`config.mk`:
```
export PLATFORM = sky130hd
export DESIGN_NAME = trilinear_constraint_force_update_core
export DESIGN_NICKNAME = d
export VERILOG_FILES = /design/src/rtl/tcfu_pkg.sv /design/src/rtl/trilinear_constraint_force_update_core.sv
export SDC_FILE = /design/constraint.sdc
export NUM_CORES = 2
export LEC_CHECK = 0
export ABC_AREA = 1
export ABC_CLOCK_PERIOD_IN_PS = 14400
export BUFFER_PORTS_ARGS = -buffer_cell sky130_fd_sc_hd__buf_2
export CAP_MARGIN = 20
export CORE_MARGIN = 3
export CORE_UTILIZATION = 55
export CTS_CLUSTER_SIZE = 16
export DETAILED_ROUTE_END_ITERATION = 8
export GPL_TIMING_DRIVEN = 0
export PLACE_DENSITY_LB_ADDON = 0.15
export SKIP_LAST_GASP = 1
export SYNTH_ARGS = -nofsm -noshare
export SYNTH_HDL_FRONTEND = slang
export SYNTH_SLANG_ARGS = --single-unit
```
`constraint.sdc`:
```
create_clock -name clk -period 14.4 [get_ports clk]
set_input_delay 2.88 -clock clk [delete_from_list [all_inputs] [get_ports clk]]
set_output_delay 2.88 -clock clk [all_outputs]
set_load 0.01 [all_outputs]
```
`src/rtl/tcfu_pkg.sv`:
```
// ----------------------------------------------------------------------------
// tcfu_pkg
// Types, constants and helper functions for the trilinear constraint force
// update core: item structs, saturating fixed-point arithmetic and the
// micro-op program that drives the shared multiplier.
// ----------------------------------------------------------------------------
package tcfu_pkg;

	// Number format: signed fixed point, VALUE_WIDTH bits, FRACTION_BITS fraction
	localparam int VALUE_WIDTH   = 32;
	localparam int FRACTION_BITS = 16;
	localparam int WEIGHT_W      = 17;
	localparam int PROD_W        = 2 * VALUE_WIDTH + 1;
	localparam int NUM_CORNERS   = 8;
	localparam int CORNER_W      = $clog2(NUM_CORNERS);
	localparam int RF_DEPTH      = 2 * NUM_CORNERS;
	localparam int RF_AW         = $clog2(RF_DEPTH);
	localparam int NUM_OPS       = 15;
	localparam int OP_W          = $clog2(NUM_OPS);

	localparam logic [VALUE_WIDTH-1:0] VAL_MAX = {1'b0, {(VALUE_WIDTH-1){1'b1}}};
	localparam logic [VALUE_WIDTH-1:0] VAL_MIN = {1'b1, {(VALUE_WIDTH-1){1'b0}}};
	localparam logic [VALUE_WIDTH:0]   WEIGHT_ONE = (VALUE_WIDTH+1)'(1) << FRACTION_BITS;
	localparam logic [OP_W-1:0]        LAST_OP = OP_W'(NUM_OPS - 1);
	localparam logic [CORNER_W-1:0]    LAST_CORNER = CORNER_W'(NUM_CORNERS - 1);

	typedef struct packed {
		logic [VALUE_WIDTH-1:0] corner_value;
		logic [VALUE_WIDTH-1:0] force_in;
		logic [WEIGHT_W-1:0]    weight_x;
		logic [WEIGHT_W-1:0]    weight_y;
		logic [WEIGHT_W-1:0]    weight_z;
		logic [VALUE_WIDTH-1:0] scale_factor;
		logic                   last_corner;
	} corner_item_t;

	typedef struct packed {
		logic [VALUE_WIDTH-1:0] force_out;
		logic [CORNER_W-1:0]    corner_index;
		logic                   last_result;
	} result_item_t;

	// Micro-op kinds of the shared unit
	typedef enum logic [1:0] {
		OP_LERP  = 2'd0,   // dst_a = a + (b - a) * w
		OP_SCALE = 2'd1,   // dst_a = a * scale
		OP_SPLIT = 2'd2    // dst_a = a * w, dst_b = a - a * w
	} op_kind_t;

	typedef enum logic [1:0] {
		W_X = 2'd0,
		W_Y = 2'd1,
		W_Z = 2'd2
	} wsel_t;

	typedef struct packed {
		op_kind_t         kind;
		logic [RF_AW-1:0] src_a;
		logic [RF_AW-1:0] src_b;
		wsel_t            wsel;
		logic [RF_AW-1:0] dst_a;
		logic [RF_AW-1:0] dst_b;
	} uop_t;

	// Saturating add in VALUE_WIDTH bits
	function automatic logic [VALUE_WIDTH-1:0] sat_add(input logic [VALUE_WIDTH-1:0] a,
		input logic [VALUE_WIDTH-1:0] b);
		logic [VALUE_WIDTH:0] s;
		s = {a[VALUE_WIDTH-1], a} + {b[VALUE_WIDTH-1], b};
		if (s[VALUE_WIDTH] != s[VALUE_WIDTH-1]) begin
			return s[VALUE_WIDTH] ? VAL_MIN : VAL_MAX;
		end
		return s[VALUE_WIDTH-1:0];
	endfunction

	// Saturating subtract a - b in VALUE_WIDTH bits
	function automatic logic [VALUE_WIDTH-1:0] sat_sub(input logic [VALUE_WIDTH-1:0] a,
		input logic [VALUE_WIDTH-1:0] b);
		logic [VALUE_WIDTH:0] s;
		s = {a[VALUE_WIDTH-1], a} - {b[VALUE_WIDTH-1], b};
		if (s[VALUE_WIDTH] != s[VALUE_WIDTH-1]) begin
			return s[VALUE_WIDTH] ? VAL_MIN : VAL_MAX;
		end
		return s[VALUE_WIDTH-1:0];
	endfunction

	// Drop the fraction bits of an exact product (floor) and saturate
	function automatic logic [VALUE_WIDTH-1:0] sat_shift(input logic [PROD_W-1:0] p);
		logic [PROD_W-FRACTION_BITS-VALUE_WIDTH:0] hi;
		hi = p[PROD_W-1:FRACTION_BITS+VALUE_WIDTH-1];
		if ((&hi) || !(|hi)) begin
			return p[FRACTION_BITS+VALUE_WIDTH-1:FRACTION_BITS];
		end
		return p[PROD_W-1] ? VAL_MIN : VAL_MAX;
	endfunction

	// Clamp a raw weight to one
	function automatic logic [VALUE_WIDTH:0] clamp_weight(input logic [WEIGHT_W-1:0] raw);
		logic [VALUE_WIDTH:0] w;
		w = (VALUE_WIDTH+1)'(raw);
		return (w > WEIGHT_ONE) ? WEIGHT_ONE : w;
	endfunction

	// Scratch file: 0..7 hold corners, 8..15 hold intermediate values.
	// Interpolate, scale, then split back by the transposed weights; the
	// final splits leave the eight shares in the temporary half.
	function automatic uop_t uop_rom(input logic [OP_W-1:0] idx);
		case (idx)
			4'd0:    return '{OP_LERP,  4'd0,  4'd4,  W_X, 4'd8,  4'd0};
			4'd1:    return '{OP_LERP,  4'd1,  4'd5,  W_X, 4'd9,  4'd0};
			4'd2:    return '{OP_LERP,  4'd2,  4'd6,  W_X, 4'd10, 4'd0};
			4'd3:    return '{OP_LERP,  4'd3,  4'd7,  W_X, 4'd11, 4'd0};
			4'd4:    return '{OP_LERP,  4'd8,  4'd9,  W_Z, 4'd12, 4'd0};
			4'd5:    return '{OP_LERP,  4'd10, 4'd11, W_Z, 4'd13, 4'd0};
			4'd6:    return '{OP_LERP,  4'd12, 4'd13, W_Y, 4'd14, 4'd0};
			4'd7:    return '{OP_SCALE, 4'd14, 4'd0,  W_X, 4'd15, 4'd0};
			4'd8:    return '{OP_SPLIT, 4'd15, 4'd0,  W_Y, 4'd8,  4'd9};
			4'd9:    return '{OP_SPLIT, 4'd8,  4'd0,  W_Z, 4'd10, 4'd11};
			4'd10:   return '{OP_SPLIT, 4'd9,  4'd0,  W_Z, 4'd12, 4'd13};
			4'd11:   return '{OP_SPLIT, 4'd13, 4'd0,  W_X, 4'd14, 4'd15};
			4'd12:   return '{OP_SPLIT, 4'd12, 4'd0,  W_X, 4'd8,  4'd9};
			4'd13:   return '{OP_SPLIT, 4'd11, 4'd0,  W_X, 4'd13, 4'd12};
			4'd14:   return '{OP_SPLIT, 4'd10, 4'd0,  W_X, 4'd11, 4'd10};
			default: return '{OP_SCALE, 4'd0,  4'd0,  W_X, 4'd8,  4'd0};
		endcase
	endfunction

	// Scratch location of each corner's share after the last split
	function automatic logic [RF_AW-1:0] share_addr(input logic [CORNER_W-1:0] corner);
		case (corner)
			3'd0:    return 4'd15;
			3'd1:    return 4'd9;
			3'd2:    return 4'd12;
			3'd3:    return 4'd10;
			3'd4:    return 4'd14;
			3'd5:    return 4'd8;
			3'd6:    return 4'd13;
			3'd7:    return 4'd11;
			default: return 4'd15;
		endcase
	endfunction

endpackage

```
`src/rtl/trilinear_constraint_force_update_core.sv`:
```
// ----------------------------------------------------------------------------
// trilinear_constraint_force_update_core
// Trilinear interpolation of one displacement component over a cell, scale,
// and transposed spread of the result back onto the eight corner forces.
// ----------------------------------------------------------------------------
// Usage:
//  The input channel (item_valid / item_stall / item) takes one corner per
//  item: displacement and current force, stored in the slot given by an
//  internal corner count. The item with last_corner set also supplies the
//  weights and the scale and starts the computation.
//  Ordinary corner items are taken at one item per cycle. After the last item
//  the block stalls its input while one shared multiplier runs fifteen
//  micro-ops (seven lerps, one scale and seven splits, each reading its
//  operands, multiplying and writing back; a split also writes a remainder)
//  over a scratch file with one read and one write port, then while it emits
//  eight result items, corners 0 to 7, one per cycle while result_stall is
//  low; last_result marks corner 7. The throughput is set by the one
//  multiplier and the one read port of the scratch file.
//  A result waits in the output register while result_stall is high; the
//  sequencer holds until it is taken. The input is taken again as soon as
//  the eighth result is loaded into the output register.
//  Reset clears the corner count and the sequencer; stored corners and
//  forces are undefined until written.
// ----------------------------------------------------------------------------
module trilinear_constraint_force_update_core (
	input  logic                  clk,
	input  logic                  arst_n,
	input  logic                  item_valid,
	output logic                  item_stall,
	input  tcfu_pkg::corner_item_t item,
	output logic                  result_valid,
	input  logic                  result_stall,
	output tcfu_pkg::result_item_t result
);
	import tcfu_pkg::*;

	typedef enum logic [6:0] {
		ST_LOAD = 7'b0000001,
		ST_RD_A = 7'b0000010,
		ST_RD_B = 7'b0000100,
		ST_MUL  = 7'b0001000,
		ST_ACC  = 7'b0010000,
		ST_LO   = 7'b0100000,
		ST_OUT  = 7'b1000000
	} state_t;

	state_t                   state_q;
	logic [CORNER_W-1:0]      count_q;
	logic [OP_W-1:0]          op_q;
	logic [CORNER_W-1:0]      out_idx_q;

	logic [VALUE_WIDTH-1:0]   rf_q [RF_DEPTH];
	logic [VALUE_WIDTH-1:0]   force_q [NUM_CORNERS];

	logic [VALUE_WIDTH:0]     wx_q, wy_q, wz_q, scale_q;
	logic [VALUE_WIDTH-1:0]   a_q, d_q, m_q;
	logic signed [PROD_W-1:0] prod_q;

	logic                     res_valid_q;
	result_item_t             res_q;

	logic                     item_accept;
	logic                     out_load;
	uop_t                     uop;
	logic [RF_AW-1:0]         rd_addr;
	logic [VALUE_WIDTH-1:0]   rd_data;
	logic                     rf_we;
	logic [RF_AW-1:0]         rf_wa;
	logic [VALUE_WIDTH-1:0]   rf_wd;
	logic [VALUE_WIDTH-1:0]   mul_res;
	logic [VALUE_WIDTH:0]     mul_b;

	assign item_stall   = (state_q != ST_LOAD);
	assign item_accept  = item_valid && !item_stall;
	assign result_valid = res_valid_q;
	assign result       = res_q;

	assign uop     = uop_rom(op_q);
	assign mul_res = sat_shift(prod_q);
	assign out_load = (state_q == ST_OUT) && (!res_valid_q || !result_stall);

	// Select the single scratch read address
	always_comb begin
		case (state_q)
			ST_RD_A: rd_addr = uop.src_a;
			ST_RD_B: rd_addr = uop.src_b;
			ST_OUT:  rd_addr = share_addr(out_idx_q);
			default: rd_addr = uop.src_a;
		endcase
	end
	assign rd_data = rf_q[rd_addr];

	// Pick the second multiplier operand
	always_comb begin
		if (uop.kind == OP_SCALE) begin
			mul_b = scale_q;
		end else begin
			case (uop.wsel)
				W_X:     mul_b = wx_q;
				W_Y:     mul_b = wy_q;
				W_Z:     mul_b = wz_q;
				default: mul_b = wx_q;
			endcase
		end
	end

	// Steer the single scratch write port
	always_comb begin
		rf_we = 1'b0;
		rf_wa = uop.dst_a;
		rf_wd = mul_res;
		case (state_q)
			ST_LOAD: begin
				rf_we = item_accept;
				rf_wa = {1'b0, count_q};
				rf_wd = item.corner_value;
			end
			ST_ACC: begin
				rf_we = 1'b1;
				rf_wa = uop.dst_a;
				rf_wd = (uop.kind == OP_LERP) ? sat_add(mul_res, a_q) : mul_res;
			end
			ST_LO: begin
				rf_we = 1'b1;
				rf_wa = uop.dst_b;
				rf_wd = sat_sub(a_q, m_q);
			end
			default: begin
				rf_we = 1'b0;
			end
		endcase
	end

	// Scratch file and force store
	always_ff @(posedge clk) begin
		if (rf_we) begin
			rf_q[rf_wa] <= rf_wd;
		end
		if (item_accept) begin
			force_q[count_q] <= item.force_in;
		end
	end

	// Latch weights and scale from the last corner item
	always_ff @(posedge clk) begin
		if (item_accept && item.last_corner) begin
			wx_q    <= clamp_weight(item.weight_x);
			wy_q    <= clamp_weight(item.weight_y);
			wz_q    <= clamp_weight(item.weight_z);
			scale_q <= {item.scale_factor[VALUE_WIDTH-1], item.scale_factor};
		end
	end

	// Shared datapath: operand fetch, difference, multiply, shift
	always_ff @(posedge clk) begin
		case (state_q)
			ST_RD_A: begin
				a_q <= rd_data;
			end
			ST_RD_B: begin
				d_q <= (uop.kind == OP_LERP) ? sat_sub(rd_data, a_q) : a_q;
			end
			ST_MUL: begin
				prod_q <= signed'(d_q) * signed'(mul_b);
			end
			ST_ACC: begin
				m_q <= mul_res;
			end
			default: begin
			end
		endcase
	end

	// Sequencer
	always_ff @(posedge clk or negedge arst_n) begin
		if (!arst_n) begin
			state_q   <= ST_LOAD;
			count_q   <= '0;
			op_q      <= '0;
			out_idx_q <= '0;
		end else begin
			case (state_q)
				ST_LOAD: begin
					if (item_accept) begin
						if (item.last_corner) begin
							count_q <= '0;
							op_q    <= '0;
							state_q <= ST_RD_A;
						end else begin
							count_q <= count_q + 1'b1;
						end
					end
				end
				ST_RD_A: state_q <= ST_RD_B;
				ST_RD_B: state_q <= ST_MUL;
				ST_MUL:  state_q <= ST_ACC;
				ST_ACC, ST_LO: begin
					if (state_q == ST_ACC && uop.kind == OP_SPLIT) begin
						state_q <= ST_LO;
					end else if (op_q == LAST_OP) begin
						out_idx_q <= '0;
						state_q   <= ST_OUT;
					end else begin
						op_q    <= op_q + 1'b1;
						state_q <= ST_RD_A;
					end
				end
				ST_OUT: begin
					if (out_load) begin
						out_idx_q <= out_idx_q + 1'b1;
						if (out_idx_q == LAST_CORNER) begin
							state_q <= ST_LOAD;
						end
					end
				end
				default: state_q <= ST_LOAD;
			endcase
		end
	end

	// Output register: load a result, drop it once taken
	always_ff @(posedge clk or negedge arst_n) begin
		if (!arst_n) begin
			res_valid_q <= 1'b0;
		end else if (out_load) begin
			res_valid_q <= 1'b1;
		end else if (!result_stall) begin
			res_valid_q <= 1'b0;
		end
	end

	always_ff @(posedge clk) begin
		if (out_load) begin
			res_q.force_out    <= sat_sub(force_q[out_idx_q], rd_data);
			res_q.corner_index <= out_idx_q;
			res_q.last_result  <= (out_idx_q == LAST_CORNER);
		end
	end

	// Checks
	a_last_starts_run: assert property (@(posedge clk) disable iff (!arst_n)
		(item_accept && item.last_corner) |=> (item_stall && count_q == '0))
		else $error("last corner item did not start a run");

	a_last_flag_matches: assert property (@(posedge clk) disable iff (!arst_n)
		result_valid |-> (result.last_result == (result.corner_index == LAST_CORNER)))
		else $error("last_result does not match corner index");

	a_index_advances: assert property (@(posedge clk) disable iff (!arst_n)
		(result_valid && !result_stall && !result.last_result && result_valid == 1'b1)
		##1 result_valid |-> (result.corner_index == $past(result.corner_index) + 1'b1))
		else $error("result corner index skipped or repeated");

	a_no_input_while_computing: assert property (@(posedge clk) disable iff (!arst_n)
		(state_q != ST_LOAD) |-> !item_accept)
		else $error("item accepted during computation");

endmodule

```
==> impl_summary.md <==
Outcome
The run finished with clean final reports.

STA
Hold is met by 0.540 ns. Setup repair after global routing left no endpoint under its margin. The final number of max-transition violations was 0.

For this run, the top clock speed supported by timing is 0.0800 GHz. The relative slew slack is between 15 and 20%. At the pin with the least slew margin, the transition time is 1.27 ns.

The time the final worst path needs with I/O delays and setup is 12.51 ns. The worst-case clock skew is 0.156 ns. The portion of the clock cycle consumed by the worst path in the final layout is between 80% and 90%. Setup violations remaining at the end of the flow were counted as 0.

The final number of hold-violating endpoints is 0. The total negative setup slack is 0 ns.

Floorplan
190 I/O pins were placed. The total area inside the core boundary comes to 161000 µm². The floorplan die area is 167000 µm². The die height is 409 µm. Once the floorplan was initialized, standard cells occupied 55.5% of the core. The die width is 409 µm.

The number of cell rows is 147.

Place
The final weighted congestion of routability-driven global placement is 1.08. Buffers placed on the I/O ports in this run total 189. Including well taps, the total number of placed cells is roughly 12k. The HPWL after detailed placement is 273000 µm.

Setup path
The classification of the worst setup path is reg2reg. Counting cells, the worst reg-to-reg path comes to 40. The terminus of the critical flop-to-flop path is prod_q[36].

The maximum cell stage delay along the critical path is around 0.81 ns. STA classifies the critical path startpoint as a register. The largest individual stage delay along the critical path comes from the cell sky130_fd_sc_hd__clkbuf_1.

The library cell appearing most often on the critical path is sky130_fd_sc_hd__inv_1. The flop-to-flop setup slack is 1.89 ns. The worst-path maximum fanout is 10. The worst register-to-register path begins at op_q[0].

Data arrives at the worst endpoint at 12.99 ns. The kind of capture point of the worst setup path is a register. The required time of the critical path is 14.88 ns.

CTS
TritonCTS built the clock tree. After clock tree synthesis, the clock-pin slew on the worst setup and hold paths is 0.06 ns. The number of setup buffers added after CTS is 0. Hold repair after CTS inserted 0 buffers.

The clock net sink count is 1050. The source-to-sink clock delay at the later pin of the worst-skew pair is 0.83 ns. Once the clock tree was built, the resizer swapped 0 gates to a different size.

CTS built an H-tree with a depth of 3. The longest clock path from root to sink contains 3 buffers. In this run, CTS created clock tree buffers numbering 110. The root buffer cell chosen for the clock tree is sky130_fd_sc_hd__clkbuf_16.

Drt
The remaining antenna violation count after routing is 0. The detailed-route via count is 72.9k. Before antenna repair, the detailed router went through 6 iterations. In the routed design, unresolved DRC markers number 0.

The final routed wire length divided by cell count is 27.3 µm. The number of violations reported at the end of detailed-routing iteration 0 is 9467. The number of vias per cell after detailed routing is 5.87. The total wirelength of the detailed-routed design is 339000 µm.

Logic synthesis
Of the synthesized area, sequential elements account for 35.2%. Synthesis instantiated 57 different standard cells from the library. Yosys printed 0 warnings. The cell type contributing the most total cell area after synthesis is sky130_fd_sc_hd__edfxtp_1. The number of nets in the synthesized netlist is between 10k and 15k. The cell area that synthesis handed to floorplanning was roughly 89000 µm². The synthesized design contains 1032 enable-type register cells. In this run the biggest area consumer among cell types represents 34.7% of the synthesized area. Sorting the synthesized cells by area gives the leading types as sky130_fd_sc_hd__edfxtp_1 35%, sky130_fd_sc_hd__fa_1 24%, sky130_fd_sc_hd__nand2_1 9.5%, sky130_fd_sc_hd__inv_1 7.6%, sky130_fd_sc_hd__ha_1 4.5%. After synthesis, the share of flip-flops with an asynchronous set or reset is 1.71%. In this run, synthesis produced a sequential element count of 1050. The number of instances in the synthesized netlist is 9796. Each instance of the synthesized netlist takes up on average 9.12 µm². The most used flip-flop cell after synthesis is sky130_fd_sc_hd__edfxtp_1.

Flow run
The reported max-cap violation count is 0.

Layout
From synthesis to final layout, the design area changed by 9.88%. Across the whole layout, storage elements account for approximately 31000 µm². The filler cell count is between 10k and 15k. In the layout the commonest cells are 2268 x sky130_fd_sc_hd__nand2_1, 1802 x sky130_fd_sc_hd__inv_1, 1093 x sky130_fd_sc_hd__fa_1. Summing all multi-input logic gate instances after layout gives 49300 µm². The final standard cell count with taps included and fillers excluded is around 12k. Cells fill 61.0% of the core in the end. The final net count is around 12k. The most common cell after layout, fill and taps aside is sky130_fd_sc_hd__nand2_1. In the final layout, the share of cells above drive strength 1 is under 10%.

GRT
The via count of the first global-routing pass is 71.3k. The all-layer global routing usage is 40.4%. After global routing the overflow that remains totals 0. The first global-routing pass estimated 486000 µm of wire. Entering global routing, the biggest net connects 36 pins. The initial antenna violation count was 30.

Min path
The worst hold path was traced through 2 stages. The class of the most critical hold timing path is reg2reg. The worst hold path begins at result_valid. The worst hold path endpoint is result_valid.
flip-flops by register name, summed over array words and instances, names as in the netlist:
name	flops
count_q	3
op_q	4
wy_q	17
a_q	32
wx_q	17
scale_q	32
state_q	7
out_idx_q	3
prod_q	49
rf_q	512
result_valid	1
m_q	32
force_q	256
wz_q	17
result	36
d_q	32
worst max path at each step:
stage,start,to,cells after the start
floorplan,item[0],scale_q[0],2
global placement,item_valid,scale_q[25],3
detailed placement,op_q[0],prod_q[36],40
CTS,op_q[0],prod_q[64],40
global route,op_q[0],prod_q[64],39
finish,op_q[0],prod_q[36],40
critical path: cells and delay by family, from the launching register on:
family | cells | cell delay, ns
buffers and inverters | 14 | 2.82
DFF | 1 | 0.43
AOI/OAI and AO/OA | 2 | 0.96
adders and majority gates | 11 | 5.37
and+or+nand+nor | 13 | 2.71
metrics by stage:
step                setup WS [ns]  instance area [µm²]
global placement             1.97                93000
detailed placement           2.22                94300
finish                       1.89                98200
global route                 1.48                98200
CTS                          2.24                97900
floorplan                    5.15                89400
cell type report:
class	instances	share of cell area (%)
clock inverter	68	0.763
sequential	1050	32.0
inverter	1868	7.14
clock buffer	138	2.91
multi-input combinational	6479	50.2
antenna	7	0.0178
buffer	399	1.82
tap	2160	2.75
timing repair buffer	263	2.34
per-layer routing:
layer / routed length, µm / part of all wire (%) / vias to the layer above / global-route usage, %
li1: - / - / 31500 / -
met1: 130000 / 38 / 36100 / 54.9
met2: 147000 / 43 / 4451 / 60.1
met3: 40400 / 12 / 861 / 10.0
met4: 22200 / 6.5 / 24 / 21.6
met5: 166 / 0.049 / - / 0
cells by family (layout without fill, tap and decap cells):
family,after synthesis,count (layout),synth area share (%)
compound gates,703,703,4.59
xor+xnor,147,147,1.44
fa+ha+maj,1415,1415,29.0
buf+inv,2267,2736,9.84
flops,1050,1050,35.2
other cells,0,7,0
simple gates,4214,4214,20.0
synth_stat cells (47+ instances only):
library cell,instances
sky130_fd_sc_hd__nand2_1,2268
sky130_fd_sc_hd__inv_1,1802
sky130_fd_sc_hd__fa_1,1093
sky130_fd_sc_hd__edfxtp_1,1032
sky130_fd_sc_hd__nor2_1,932
sky130_fd_sc_hd__nand3_1,627
sky130_fd_sc_hd__a21oi_1,352
sky130_fd_sc_hd__ha_1,322
sky130_fd_sc_hd__clkbuf_1,238
sky130_fd_sc_hd__nand3b_1,201
sky130_fd_sc_hd__o21ai_0,165
sky130_fd_sc_hd__buf_2,117
sky130_fd_sc_hd__xor2_1,91
sky130_fd_sc_hd__nand4_1,69
sky130_fd_sc_hd__xnor2_1,56
sky130_fd_sc_hd__inv_2,47
Power is not shown: default switching activity piles up to over one toggle a cycle in this logic, so the estimate is an artifact.
